==> config.mk <==
export PLATFORM = sky130hd
export DESIGN_NAME = array_linked_list_engine_top
export DESIGN_NICKNAME = d
export VERILOG_FILES = /design/src/rtl/core/alle_pkg.sv /design/src/rtl/core/array_linked_list_engine_top.sv /design/src/rtl/core/alle_ram.sv /design/src/rtl/core/alle_slot_store.sv /design/src/rtl/core/alle_ctrl.sv
export SDC_FILE = /design/constraint.sdc
export NUM_CORES = 2
export LEC_CHECK = 0
export ABC_AREA = 1
export ABC_CLOCK_PERIOD_IN_PS = 3800
export BUFFER_PORTS_ARGS = -buffer_cell sky130_fd_sc_hd__buf_2
export CAP_MARGIN = 15
export CORE_ASPECT_RATIO = 1.1
export CORE_MARGIN = 10
export CORE_UTILIZATION = 50
export CTS_CLUSTER_DIAMETER = 150
export CTS_CLUSTER_SIZE = 12
export DETAILED_ROUTE_END_ITERATION = 10
export PLACE_DENSITY = 0.72
export SYNTH_ARGS = -nofsm -noshare
export SYNTH_HDL_FRONTEND = slang
export SYNTH_SLANG_ARGS = --single-unit
==> constraint.sdc <==
create_clock -name clock -period 3.8 [get_ports clock]
set_input_delay 0.76 -clock clock [delete_from_list [all_inputs] [get_ports clock]]
set_output_delay 0.76 -clock clock [all_outputs]
set_load 0.03 [all_outputs]
==> src/rtl/core/alle_pkg.sv <==
// Shared types, constants and link reset functions for the array linked list engine.
// No dependencies; the other files in rtl/core but alle_ram refer to it by scoped name.
package alle_pkg;

   localparam int SLOT_COUNT  = 64;
   localparam int VALUE_WIDTH = 32;
   localparam int SLOT_W      = $clog2(SLOT_COUNT);
   localparam int CNT_W       = SLOT_W + 1;

   typedef enum logic [2:0] {
      OP_INS_HEAD   = 3'd0,
      OP_INS_TAIL   = 3'd1,
      OP_INS_AFTER  = 3'd2,
      OP_INS_BEFORE = 3'd3,
      OP_DELETE     = 3'd4,
      OP_LOOKUP     = 3'd5
   } op_type;

   typedef enum logic [1:0] {
      ST_OK    = 2'd0,
      ST_FULL  = 2'd1,
      ST_EMPTY = 2'd2,
      ST_RANGE = 2'd3
   } status_type;

   typedef enum logic [1:0] {
      K_HEAD,
      K_TAIL,
      K_AFTER
   } kind_type;

   typedef enum logic [4:0] {
      S_IDLE, S_TF_RD, S_TF_WR, S_H2, S_T2, S_A2, S_A3, S_A4, S_B1, S_B2,
      S_DT1, S_DT2, S_DH1, S_DH2, S_DM1, S_DM2, S_F1, S_F2,
      S_W_RD, S_W_STEP, S_DONE
   } state_type;

   typedef struct packed {
      op_type                         opcode;
      logic signed [VALUE_WIDTH-1:0]  item_value;
      logic [SLOT_W-1:0]              slot_ref;
      logic [SLOT_W-1:0]              position;
   } req_item_type;

   typedef struct packed {
      logic [SLOT_W-1:0] slot_out;
      status_type        status;
   } rsp_item_type;

   // accesses from the sequencer to the slot store
   typedef struct packed {
      logic [SLOT_W-1:0]      nxt_rd_addr;
      logic [SLOT_W-1:0]      prv_rd_addr;
      logic                   nxt_we;
      logic [SLOT_W-1:0]      nxt_wa;
      logic [SLOT_W-1:0]      nxt_wd;
      logic                   prv_we;
      logic [SLOT_W-1:0]      prv_wa;
      logic [SLOT_W-1:0]      prv_wd;
      logic                   val_we;
      logic [SLOT_W-1:0]      val_wa;
      logic [VALUE_WIDTH-1:0] val_wd;
   } store_req_type;

   typedef struct packed {
      logic [SLOT_W-1:0] nxt_q;
      logic [SLOT_W-1:0] prv_q;
   } store_rsp_type;

   typedef struct packed {
      logic         valid;
      rsp_item_type item;
   } done_type;

   // free chain after reset: slot i to i+1, last slot to itself, sentinel to 0
   function automatic logic [SLOT_W-1:0] next_reset(input logic [SLOT_W-1:0] a);
      logic [SLOT_W-1:0] r;
      if (a == '0) begin
         r = '0;
      end else if (a == SLOT_W'(SLOT_COUNT - 1)) begin
         r = a;
      end else begin
         r = a + 1'b1;
      end
      return r;
   endfunction

   function automatic logic [SLOT_W-1:0] prev_reset(input logic [SLOT_W-1:0] a);
      logic [SLOT_W-1:0] r;
      r = (a == '0) ? '0 : a - 1'b1;
      return r;
   endfunction

endpackage

==> src/rtl/core/array_linked_list_engine_top.sv <==
// Top level of the array linked list engine: sequencer, slot store and result register.
// Depends on alle_pkg, alle_ctrl, alle_slot_store (and through it alle_ram).
//
// A doubly linked list lives in 64 slots; slot 0 is a sentinel and unused slots
// form a free chain. Each request transaction carries one opcode (insert at head,
// at tail, after a slot, before a slot, delete a slot, look up the n-th element)
// and yields exactly one response transaction with a slot and a status. One
// transaction is worked at a time; its cost is set by the link RAM steps it needs,
// each read being registered. A lookup once the list is no longer linear walks the
// next links from the head to reach position n. The response sits in its own
// register, so a new request is taken while the last response is still stalled.
// After reset the links read as the initial free chain straight away; no clearing
// pass is needed. Slot references naming free slots are not checked and may
// corrupt the list, but the block stays well defined.
module array_linked_list_engine_top (
   input  logic                   clock,
   input  logic                   reset,
   input  logic                   req_valid,
   output logic                   req_stall,
   input  alle_pkg::req_item_type req_item,
   output logic                   rsp_valid,
   input  logic                   rsp_stall,
   output alle_pkg::rsp_item_type rsp_item
);

   alle_pkg::store_req_type sreq;
   alle_pkg::store_rsp_type srsp;
   alle_pkg::done_type      done;
   logic                    out_free;
   logic                    rsp_valid_ff, rsp_valid_in;
   alle_pkg::rsp_item_type  rsp_item_ff, rsp_item_in;

   alle_ctrl u_ctrl (
      .clock     (clock),
      .reset     (reset),
      .req_valid (req_valid),
      .req_stall (req_stall),
      .req_item  (req_item),
      .out_free  (out_free),
      .done      (done),
      .sreq      (sreq),
      .srsp      (srsp)
   );

   alle_slot_store u_store (
      .clock (clock),
      .reset (reset),
      .sreq  (sreq),
      .srsp  (srsp)
   );

   // response register: free when empty or being taken this cycle
   assign out_free = !rsp_valid_ff || !rsp_stall;

   always_comb begin
      rsp_valid_in = rsp_valid_ff && rsp_stall;
      rsp_item_in  = rsp_item_ff;
      if (done.valid && out_free) begin
         rsp_valid_in = 1'b1;
         rsp_item_in  = done.item;
      end
   end

   always_ff @(posedge clock) begin
      if (reset) begin
         rsp_valid_ff <= 1'b0;
      end else begin
         rsp_valid_ff <= rsp_valid_in;
      end
      rsp_item_ff <= rsp_item_in;
   end

   assign rsp_valid = rsp_valid_ff;
   assign rsp_item  = rsp_item_ff;

endmodule

==> src/rtl/core/alle_ram.sv <==
// Generic single write, single read port RAM with registered read data.
// No dependencies.
module alle_ram #(
   parameter int WIDTH = 8,
   parameter int DEPTH = 64
) (
   input  logic                     clock,
   input  logic                     wr_en,
   input  logic [$clog2(DEPTH)-1:0] wr_addr,
   input  logic [WIDTH-1:0]         wr_data,
   input  logic [$clog2(DEPTH)-1:0] rd_addr,
   output logic [WIDTH-1:0]         rd_data
);

   logic [WIDTH-1:0] mem_ff [DEPTH];
   logic [WIDTH-1:0] rd_data_ff;

   always_ff @(posedge clock) begin
      if (wr_en) begin
         mem_ff[wr_addr] <= wr_data;
      end
      rd_data_ff <= mem_ff[rd_addr];
   end

   assign rd_data = rd_data_ff;

endmodule

==> src/rtl/core/alle_slot_store.sv <==
// Slot store: next links, previous links and element values in three RAMs.
// Valid bits stand in for the link reset pattern. Depends on alle_pkg, alle_ram.
module alle_slot_store (
   input  logic                   clock,
   input  logic                   reset,
   input  alle_pkg::store_req_type sreq,
   output alle_pkg::store_rsp_type srsp
);

   logic [alle_pkg::SLOT_COUNT-1:0] nxt_vld_ff, nxt_vld_in;
   logic [alle_pkg::SLOT_COUNT-1:0] prv_vld_ff, prv_vld_in;
   logic                            nxt_vq_ff, prv_vq_ff;
   logic [alle_pkg::SLOT_W-1:0]     nxt_aq_ff, prv_aq_ff;
   logic [alle_pkg::SLOT_W-1:0]     nxt_ram_q, prv_ram_q;

   alle_ram #(.WIDTH(alle_pkg::SLOT_W), .DEPTH(alle_pkg::SLOT_COUNT)) u_next_ram (
      .clock   (clock),
      .wr_en   (sreq.nxt_we),
      .wr_addr (sreq.nxt_wa),
      .wr_data (sreq.nxt_wd),
      .rd_addr (sreq.nxt_rd_addr),
      .rd_data (nxt_ram_q)
   );

   alle_ram #(.WIDTH(alle_pkg::SLOT_W), .DEPTH(alle_pkg::SLOT_COUNT)) u_prev_ram (
      .clock   (clock),
      .wr_en   (sreq.prv_we),
      .wr_addr (sreq.prv_wa),
      .wr_data (sreq.prv_wd),
      .rd_addr (sreq.prv_rd_addr),
      .rd_data (prv_ram_q)
   );

   // values are stored only; no result reads them back
   alle_ram #(.WIDTH(alle_pkg::VALUE_WIDTH), .DEPTH(alle_pkg::SLOT_COUNT)) u_value_ram (
      .clock   (clock),
      .wr_en   (sreq.val_we),
      .wr_addr (sreq.val_wa),
      .wr_data (sreq.val_wd),
      .rd_addr (sreq.val_wa),
      .rd_data ()
   );

   always_comb begin
      nxt_vld_in = nxt_vld_ff;
      prv_vld_in = prv_vld_ff;
      if (sreq.nxt_we) begin
         nxt_vld_in[sreq.nxt_wa] = 1'b1;
      end
      if (sreq.prv_we) begin
         prv_vld_in[sreq.prv_wa] = 1'b1;
      end
   end

   always_ff @(posedge clock) begin
      if (reset) begin
         nxt_vld_ff <= '0;
         prv_vld_ff <= '0;
      end else begin
         nxt_vld_ff <= nxt_vld_in;
         prv_vld_ff <= prv_vld_in;
      end
      // sampled with the RAM read, so both show the state before this edge
      nxt_vq_ff <= nxt_vld_ff[sreq.nxt_rd_addr];
      prv_vq_ff <= prv_vld_ff[sreq.prv_rd_addr];
      nxt_aq_ff <= sreq.nxt_rd_addr;
      prv_aq_ff <= sreq.prv_rd_addr;
   end

   assign srsp.nxt_q = nxt_vq_ff ? nxt_ram_q : alle_pkg::next_reset(nxt_aq_ff);
   assign srsp.prv_q = prv_vq_ff ? prv_ram_q : alle_pkg::prev_reset(prv_aq_ff);

endmodule

==> src/rtl/core/alle_ctrl.sv <==
// Sequencer: decodes a transaction, walks the read-modify-write steps on the
// slot store and keeps head, tail, free pointer, count and linear flag.
// Depends on alle_pkg.
module alle_ctrl (
   input  logic                    clock,
   input  logic                    reset,
   input  logic                    req_valid,
   output logic                    req_stall,
   input  alle_pkg::req_item_type  req_item,
   input  logic                    out_free,
   output alle_pkg::done_type      done,
   output alle_pkg::store_req_type sreq,
   input  alle_pkg::store_rsp_type srsp
);

   alle_pkg::state_type          state_ff, state_in;
   alle_pkg::kind_type           kind_ff, kind_in;
   logic [alle_pkg::VALUE_WIDTH-1:0] val_ff, val_in;
   logic [alle_pkg::SLOT_W-1:0]  ref_ff, ref_in;
   logic [alle_pkg::SLOT_W-1:0]  s_ff, s_in;
   logic [alle_pkg::SLOT_W-1:0]  a_ff, a_in;
   logic [alle_pkg::SLOT_W-1:0]  walk_ff, walk_in;
   logic [alle_pkg::SLOT_W-1:0]  cur_ff, cur_in;
   logic [alle_pkg::SLOT_W-1:0]  head_ff, head_in;
   logic [alle_pkg::SLOT_W-1:0]  tail_ff, tail_in;
   logic [alle_pkg::SLOT_W-1:0]  free_ff, free_in;
   logic [alle_pkg::CNT_W-1:0]   cnt_ff, cnt_in;
   logic                         lin_ff, lin_in;
   logic [alle_pkg::SLOT_W-1:0]  res_slot_ff, res_slot_in;
   alle_pkg::status_type         res_st_ff, res_st_in;
   logic                         full, empty;

   assign full  = cnt_ff >= alle_pkg::CNT_W'(alle_pkg::SLOT_COUNT - 1);
   assign empty = cnt_ff == '0;

   always_ff @(posedge clock) begin
      if (reset) begin
         state_ff <= alle_pkg::S_IDLE;
         head_ff  <= '0;
         tail_ff  <= '0;
         free_ff  <= alle_pkg::SLOT_W'(1);
         cnt_ff   <= '0;
         lin_ff   <= 1'b1;
      end else begin
         state_ff <= state_in;
         head_ff  <= head_in;
         tail_ff  <= tail_in;
         free_ff  <= free_in;
         cnt_ff   <= cnt_in;
         lin_ff   <= lin_in;
      end
      kind_ff     <= kind_in;
      val_ff      <= val_in;
      ref_ff      <= ref_in;
      s_ff        <= s_in;
      a_ff        <= a_in;
      walk_ff     <= walk_in;
      cur_ff      <= cur_in;
      res_slot_ff <= res_slot_in;
      res_st_ff   <= res_st_in;
   end

   always_comb begin
      state_in    = state_ff;
      kind_in     = kind_ff;
      val_in      = val_ff;
      ref_in      = ref_ff;
      s_in        = s_ff;
      a_in        = a_ff;
      walk_in     = walk_ff;
      cur_in      = cur_ff;
      head_in     = head_ff;
      tail_in     = tail_ff;
      free_in     = free_ff;
      cnt_in      = cnt_ff;
      lin_in      = lin_ff;
      res_slot_in = res_slot_ff;
      res_st_in   = res_st_ff;
      sreq        = '0;
      req_stall   = 1'b1;
      done.valid  = 1'b0;
      done.item.slot_out = res_slot_ff;
      done.item.status   = res_st_ff;

      unique case (state_ff)
         alle_pkg::S_IDLE: begin
            req_stall   = 1'b0;
            val_in      = req_item.item_value;
            ref_in      = req_item.slot_ref;
            res_slot_in = '0;
            res_st_in   = alle_pkg::ST_OK;
            if (req_valid) begin
               state_in = alle_pkg::S_DONE;
               unique case (req_item.opcode)
                  alle_pkg::OP_INS_HEAD, alle_pkg::OP_INS_TAIL: begin
                     if (full) begin
                        res_st_in = alle_pkg::ST_FULL;
                     end else begin
                        kind_in  = (req_item.opcode == alle_pkg::OP_INS_HEAD) ?
                                   alle_pkg::K_HEAD : alle_pkg::K_TAIL;
                        state_in = alle_pkg::S_TF_RD;
                     end
                  end
                  alle_pkg::OP_INS_AFTER, alle_pkg::OP_INS_BEFORE: begin
                     if (full) begin
                        res_st_in = alle_pkg::ST_FULL;
                     end else if (empty) begin
                        res_st_in = alle_pkg::ST_EMPTY;
                     end else if (req_item.slot_ref == '0) begin
                        res_st_in = alle_pkg::ST_RANGE;
                     end else if (req_item.opcode == alle_pkg::OP_INS_AFTER) begin
                        kind_in  = (req_item.slot_ref == tail_ff) ?
                                   alle_pkg::K_TAIL : alle_pkg::K_AFTER;
                        state_in = alle_pkg::S_TF_RD;
                     end else if (req_item.slot_ref == head_ff) begin
                        kind_in  = alle_pkg::K_HEAD;
                        state_in = alle_pkg::S_TF_RD;
                     end else begin
                        state_in = alle_pkg::S_B1;
                     end
                  end
                  alle_pkg::OP_DELETE: begin
                     if (empty) begin
                        res_st_in = alle_pkg::ST_EMPTY;
                     end else if (req_item.slot_ref == '0) begin
                        res_st_in = alle_pkg::ST_RANGE;
                     end else if (cnt_ff == alle_pkg::CNT_W'(1)) begin
                        head_in  = '0;
                        tail_in  = '0;
                        state_in = alle_pkg::S_F1;
                     end else if (req_item.slot_ref == tail_ff) begin
                        state_in = alle_pkg::S_DT1;
                     end else if (req_item.slot_ref == head_ff) begin
                        state_in = alle_pkg::S_DH1;
                     end else begin
                        state_in = alle_pkg::S_DM1;
                     end
                  end
                  alle_pkg::OP_LOOKUP: begin
                     if (empty) begin
                        res_st_in = alle_pkg::ST_EMPTY;
                     end else if (req_item.position == '0 ||
                                  {1'b0, req_item.position} > cnt_ff) begin
                        res_st_in = alle_pkg::ST_RANGE;
                     end else if (lin_ff) begin
                        res_slot_in = req_item.position;
                     end else if (req_item.position == alle_pkg::SLOT_W'(1)) begin
                        res_slot_in = head_ff;
                     end else begin
                        walk_in  = req_item.position - 1'b1;
                        cur_in   = head_ff;
                        state_in = alle_pkg::S_W_RD;
                     end
                  end
                  default: begin
                     res_st_in = alle_pkg::ST_RANGE;
                  end
               endcase
            end
         end
         // take a slot off the free chain
         alle_pkg::S_TF_RD: begin
            sreq.nxt_rd_addr = free_ff;
            state_in         = alle_pkg::S_TF_WR;
         end
         alle_pkg::S_TF_WR: begin
            s_in        = free_ff;
            free_in     = srsp.nxt_q;
            sreq.val_we = 1'b1;
            sreq.val_wa = free_ff;
            sreq.val_wd = val_ff;
            sreq.nxt_we = 1'b1;
            sreq.nxt_wa = free_ff;
            sreq.prv_we = 1'b1;
            sreq.prv_wa = free_ff;
            res_slot_in = free_ff;
            if (empty) begin
               head_in  = free_ff;
               tail_in  = free_ff;
               cnt_in   = cnt_ff + 1'b1;
               state_in = alle_pkg::S_DONE;
            end else begin
               unique case (kind_ff)
                  alle_pkg::K_HEAD: state_in = alle_pkg::S_H2;
                  alle_pkg::K_TAIL: state_in = alle_pkg::S_T2;
                  default:          state_in = alle_pkg::S_A2;
               endcase
            end
         end
         alle_pkg::S_H2: begin
            sreq.nxt_we = 1'b1;
            sreq.nxt_wa = s_ff;
            sreq.nxt_wd = head_ff;
            sreq.prv_we = 1'b1;
            sreq.prv_wa = head_ff;
            sreq.prv_wd = s_ff;
            head_in     = s_ff;
            lin_in      = 1'b0;
            cnt_in      = cnt_ff + 1'b1;
            state_in    = alle_pkg::S_DONE;
         end
         alle_pkg::S_T2: begin
            sreq.prv_we = 1'b1;
            sreq.prv_wa = s_ff;
            sreq.prv_wd = tail_ff;
            sreq.nxt_we = 1'b1;
            sreq.nxt_wa = tail_ff;
            sreq.nxt_wd = s_ff;
            tail_in     = s_ff;
            cnt_in      = cnt_ff + 1'b1;
            state_in    = alle_pkg::S_DONE;
         end
         alle_pkg::S_A2: begin
            sreq.nxt_rd_addr = ref_ff;
            state_in         = alle_pkg::S_A3;
         end
         alle_pkg::S_A3: begin
            a_in        = srsp.nxt_q;
            sreq.prv_we = 1'b1;
            sreq.prv_wa = srsp.nxt_q;
            sreq.prv_wd = s_ff;
            sreq.nxt_we = 1'b1;
            sreq.nxt_wa = ref_ff;
            sreq.nxt_wd = s_ff;
            state_in    = alle_pkg::S_A4;
         end
         alle_pkg::S_A4: begin
            sreq.prv_we = 1'b1;
            sreq.prv_wa = s_ff;
            sreq.prv_wd = ref_ff;
            sreq.nxt_we = 1'b1;
            sreq.nxt_wa = s_ff;
            sreq.nxt_wd = a_ff;
            lin_in      = 1'b0;
            cnt_in      = cnt_ff + 1'b1;
            state_in    = alle_pkg::S_DONE;
         end
         // insert before: becomes insert after the left neighbour
         alle_pkg::S_B1: begin
            sreq.prv_rd_addr = ref_ff;
            state_in         = alle_pkg::S_B2;
         end
         alle_pkg::S_B2: begin
            ref_in   = srsp.prv_q;
            kind_in  = (srsp.prv_q == tail_ff) ? alle_pkg::K_TAIL : alle_pkg::K_AFTER;
            state_in = alle_pkg::S_TF_RD;
         end
         alle_pkg::S_DT1: begin
            sreq.prv_rd_addr = tail_ff;
            state_in         = alle_pkg::S_DT2;
         end
         alle_pkg::S_DT2: begin
            tail_in     = srsp.prv_q;
            sreq.nxt_we = 1'b1;
            sreq.nxt_wa = srsp.prv_q;
            state_in    = alle_pkg::S_F1;
         end
         alle_pkg::S_DH1: begin
            sreq.nxt_rd_addr = head_ff;
            state_in         = alle_pkg::S_DH2;
         end
         alle_pkg::S_DH2: begin
            head_in     = srsp.nxt_q;
            sreq.prv_we = 1'b1;
            sreq.prv_wa = srsp.nxt_q;
            lin_in      = 1'b0;
            state_in    = alle_pkg::S_F1;
         end
         alle_pkg::S_DM1: begin
            sreq.nxt_rd_addr = ref_ff;
            sreq.prv_rd_addr = ref_ff;
            state_in         = alle_pkg::S_DM2;
         end
         alle_pkg::S_DM2: begin
            sreq.nxt_we = 1'b1;
            sreq.nxt_wa = srsp.prv_q;
            sreq.nxt_wd = srsp.nxt_q;
            sreq.prv_we = 1'b1;
            sreq.prv_wa = srsp.nxt_q;
            sreq.prv_wd = srsp.prv_q;
            lin_in      = 1'b0;
            state_in    = alle_pkg::S_F1;
         end
         // return the deleted slot to the front of the free chain
         alle_pkg::S_F1: begin
            sreq.prv_we = 1'b1;
            sreq.prv_wa = free_ff;
            sreq.prv_wd = ref_ff;
            sreq.nxt_we = 1'b1;
            sreq.nxt_wa = ref_ff;
            sreq.nxt_wd = free_ff;
            state_in    = alle_pkg::S_F2;
         end
         alle_pkg::S_F2: begin
            sreq.prv_we = 1'b1;
            sreq.prv_wa = ref_ff;
            free_in     = ref_ff;
            cnt_in      = cnt_ff - 1'b1;
            res_slot_in = ref_ff;
            state_in    = alle_pkg::S_DONE;
         end
         alle_pkg::S_W_RD: begin
            sreq.nxt_rd_addr = cur_ff;
            state_in         = alle_pkg::S_W_STEP;
         end
         alle_pkg::S_W_STEP: begin
            cur_in  = srsp.nxt_q;
            walk_in = walk_ff - 1'b1;
            if (walk_ff == alle_pkg::SLOT_W'(1)) begin
               res_slot_in = srsp.nxt_q;
               state_in    = alle_pkg::S_DONE;
            end else begin
               state_in    = alle_pkg::S_W_RD;
            end
         end
         alle_pkg::S_DONE: begin
            done.valid = 1'b1;
            if (out_free) begin
               state_in = alle_pkg::S_IDLE;
            end
         end
         default: begin
            state_in = alle_pkg::S_IDLE;
         end
      endcase
   end

   a_cnt_bound: assert property (@(posedge clock) disable iff (reset)
      cnt_ff <= alle_pkg::CNT_W'(alle_pkg::SLOT_COUNT - 1))
      else $error("element count above capacity");

   a_lin_sticky: assert property (@(posedge clock) disable iff (reset)
      !lin_ff |=> !lin_ff)
      else $error("linear flag set again");

   a_fail_slot: assert property (@(posedge clock) disable iff (reset)
      done.valid && done.item.status != alle_pkg::ST_OK |-> done.item.slot_out == '0)
      else $error("failed transaction reports a slot");

   a_cnt_step: assert property (@(posedge clock) disable iff (reset)
      state_ff != alle_pkg::S_IDLE |=> cnt_ff == $past(cnt_ff) ||
         cnt_ff == $past(cnt_ff) + 1'b1 || cnt_ff == $past(cnt_ff) - 1'b1)
      else $error("element count jumped");

endmodule

==> key figures <==
Run status
  • Status: finished, final reports clean

Pwr
  • P_sw: 9.43 mW
  • Leak Pwr: 19.5 nW
  • Clk pwr share: 0.298
  • Net Sw Frac: 0.323
  • PwrDens: 584 mW/mm²
  • Comb pwr share: 0.239
  • Internal power: 19.8 mW
  • Flop pwr share: 0.464
  • Worst ir drop on vdd: 0.603 mV

Setup path
  • CP Capture Type: register
  • CP Data Required Time: 4.15 ns
  • Critical path buffers and inverters: 3
  • Max Fanout on Critical Path: 11
  • Cell seen most often among critical-path stages: nand2_1
  • Worst-path cell chain: inv_2 > nand2_1 > nor2_2 > nand2_4 > inv_2 > nand2_1 > nand2_1 > nor2_1 > nand2_1 > a21oi_1 > nand2_2 > nor2_4 > nand2_2 > nor3_1 > buf_4
  • Crit path max-delay cell type: dfxtp_1
  • Kind of start point of the critical path: register
  • Max stage delay on crit path: 0.56 ns
  • Worst path arrival time: 3.79 ns
  • WS Path Type: register to register
  • CP top delay family: simple AND/OR/NAND/NOR gates

Routing
  • Per-cell routed wire length: 19.5 µm
  • Residual DRC: 0
  • Met2 WL: 56.9 mm
  • Via count: 32900
  • Pre-Repair DR Iteration Count: 6
  • Met1 WL: 45.8 mm
  • Top Layer Used: met4
  • 1st-iter DRT viols: 3329
  • Post-DRT Antenna Nets: 0
  • DR WL met3: 7.70 mm
  • Drt total wl: 116 mm
  • DR vias/cell: 5.56

Floorplan
  • Initial Util: 0.506
  • Die height: 336 µm
  • DIE AREA: 0.103 mm²
  • IO Pins: 61
  • FP Rows: 115
  • Die span in x: 307 µm
  • Core area: 0.0896 mm²

Clock tree
  • Root Buffer Master: clkbuf_16
  • Later-pin clock latency in the skew report: 0.68 ns
  • CTS Hold Buffers Added: 0
  • H-Tree Level Count: 3
  • Post-CTS sizing: 0
  • CTS tree: done
  • Post-CTS setup buffer count: 0
  • Maximum buffer depth of the clock tree: 3
  • CTS buffer count: 93
  • Clock transition at the registers of the reported paths: 0.06 ns
  • CTS Sinks: 1002

Placed design
  • Final GP Congestion: 0.944
  • Placed Cells incl. Taps: 5743
  • Final HPWL DP: 72.1 mm
  • Port bufs: 28

Cells and area
  • Ant. Diodes: 0
  • Nets: 4737
  • Ratio of cells with drive above 1 in the final layout: 0.0906
  • Cell Count, Final, Fillers Out: 5916
  • Area Overhead vs Synth: 10.3%
  • Fillers: 7600

Yosys
  • Synth Register Bits: 1002
  • List of most frequent post-synthesis cells: 949 x nand2_1, 816 x edfxtp_1, 775 x nand3_1, 639 x inv_1, 268 x nor2_1
  • Synth cell types: 50
  • Syn nets: 4715
  • Most frequent cell after synthesis: nand2_1
  • Ys flop type: edfxtp_1
  • Async set-reset flop share out of synthesis: 0
  • Main area contributors after synthesis: edfxtp_1 54%, nand3_1 8.6%, dfxtp_1 8.2%
  • Mean Syn Cell Area: 9.76 µm²
  • Post-synth EDFFs: 816
  • Sequential area share after synthesis: 0.622
  • Synth warnings: 0
  • Area leader, netlist: edfxtp_1
  • Area share of the largest cell type after synthesis: 0.540
  • Post-Syn Instances: 4646
  • Synthesized area: 0.0453 mm²

STA
  • Worst relative slew slack: 0.386
  • Clk_skew: 0.0332 ns
  • Max Fclk: 0.291 GHz
  • Setup TNS: 0 ns
  • Unrepaired setup endpoints after global routing: false
  • Worst slew pin tran: 0.921 ns
  • Fin crit share: 0.905
  • Tmin final: 3.44 ns
  • Setup Viol. Count Final: 0
  • Fin. max-slew vios: 0
  • Final Hold Vio Count: 0

Global route
  • First-pass GRT wire length: 178 mm
  • Grt total ovfl: 0
  • Largest net degree at the start of global routing: 138
  • Initial antenna violation count: 0
  • Vias in the first global route: 31500
  • Gr usage total: 0.220

Job
  • Max_cap viols: 0

Hold path
  • Worst Hold Class: primary input to register
per-stage QoR:
step	worst slack (ns)	power, mW	hold slack [ns]	area [µm²]	utilization
2_1_floorplan	0.339	18.0	0.400	45400	-
6_report	0.361	29.2	0.388	50000	0.558
3_5_place_dp	0.433	20.6	0.406	47300	0.527
3_3_place_gp	0.537	20.5	0.403	47300	0.527
4_1_cts	0.407	29.3	0.359	50000	0.558
5_1_grt	0.101	30.4	0.385	50000	0.558
flip-flops by register name, indices dropped and copies added (netlist names), 7 cells and up:
signal                     flops
rsp_item                       8
u_store.prv_vld_ff            64
u_store.nxt_vld_ff            64
u_ctrl.cnt_ff                  7
u_store.u_next_ram.mem_ff    384
u_store.u_prev_ram.mem_ff    384
power groups by stage:
| stage | Combinational, mW | Sequential, mW | Clock, mW |
|---|---|---|---|
| detailed placement | 6.88 | 13.8 | 0 |
| finish | 6.98 | 13.5 | 8.70 |
| global placement | 6.77 | 13.8 | 0 |
| floorplan | 4.33 | 13.7 | 0 |
| global route | 7.58 | 13.6 | 9.26 |
| CTS | 6.92 | 13.5 | 8.81 |
final cells by class:
class | count | area (µm²) | share of cell area
inverter | 690 | 2590 | 0.0518
clock inverter | 6 | 104 | 0.00208
tap | 1170 | 1460 | 0.0293
clock buffer | 167 | 2650 | 0.0529
sequential | 1002 | 28200 | 0.564
multi-input combinational | 2717 | 13500 | 0.271
timing repair buffer | 164 | 1440 | 0.0288
per-layer routing:
layer	GRT usage	vias up
met5	0	-
met4	0.100	0
met3	0.0303	248
met2	0.374	1283
met1	0.276	15600
li1	-	15700
layout by cell type, fill, tap and decap left out, types with 3 or more instances in the layout:
cell type,synthesis,layout
a21oi_1,130,130
a22oi_1,5,5
a31oi_1,10,10
buf_12,0,22
buf_2,110,27
buf_4,24,114
clkbuf_1,81,72
clkbuf_16,0,95
clkinv_1,3,3
dfxtp_1,186,186
edfxtp_1,816,816
ha_1,18,18
inv_1,639,637
inv_2,48,49
nand2_1,949,946
nand2_2,15,15
nand2_4,1,3
nand3_1,775,772
nand3_2,3,5
nand3b_1,117,117
nand4_1,15,15
nor2_1,268,266
nor2_2,33,33
nor2_4,11,13
nor3_1,29,28
nor3_2,2,3
nor4_1,7,7
o2111ai_1,4,4
o211ai_1,169,169
o21ai_0,63,63
o21ai_1,11,10
o22ai_1,13,12
or2_2,26,26
xnor2_1,6,6
xor2_1,14,14
logic make-up after synthesis:
kind of cell | count (synthesis) | share of synthesized area
and+or+nand+nor | 2254 | 0.227
DFF | 1002 | 0.622
buffers and inverters | 927 | 0.0819
AOI/OAI and AO/OA | 424 | 0.0593
xor gates and xnor gates | 20 | 0.00386
adders and majority gates | 18 | 0.00497
muxes | 1 | 0.000221
tightest hold or removal path, cell delays in order:
cell and delay (ns):
buf_2 0.10, nand2_1 0.07, a21oi_1 0.06
path summary, 6_finish.rpt:
check             slack [ns]                 from                                to  cells after the start
hold / removal          0.39            rsp_stall                         rsp_valid                      3
setup reg to reg        0.36   u_ctrl.state_ff[0]  u_store.u_prev_ram.mem_ff[16][2]                     15
hold reg to reg         0.41  u_ctrl.res_st_ff[1]                       rsp_item[1]                      0
setup / recovery        0.36   u_ctrl.state_ff[0]  u_store.u_prev_ram.mem_ff[16][2]                     15
Note: power is estimated with default switching activity, not from simulation.
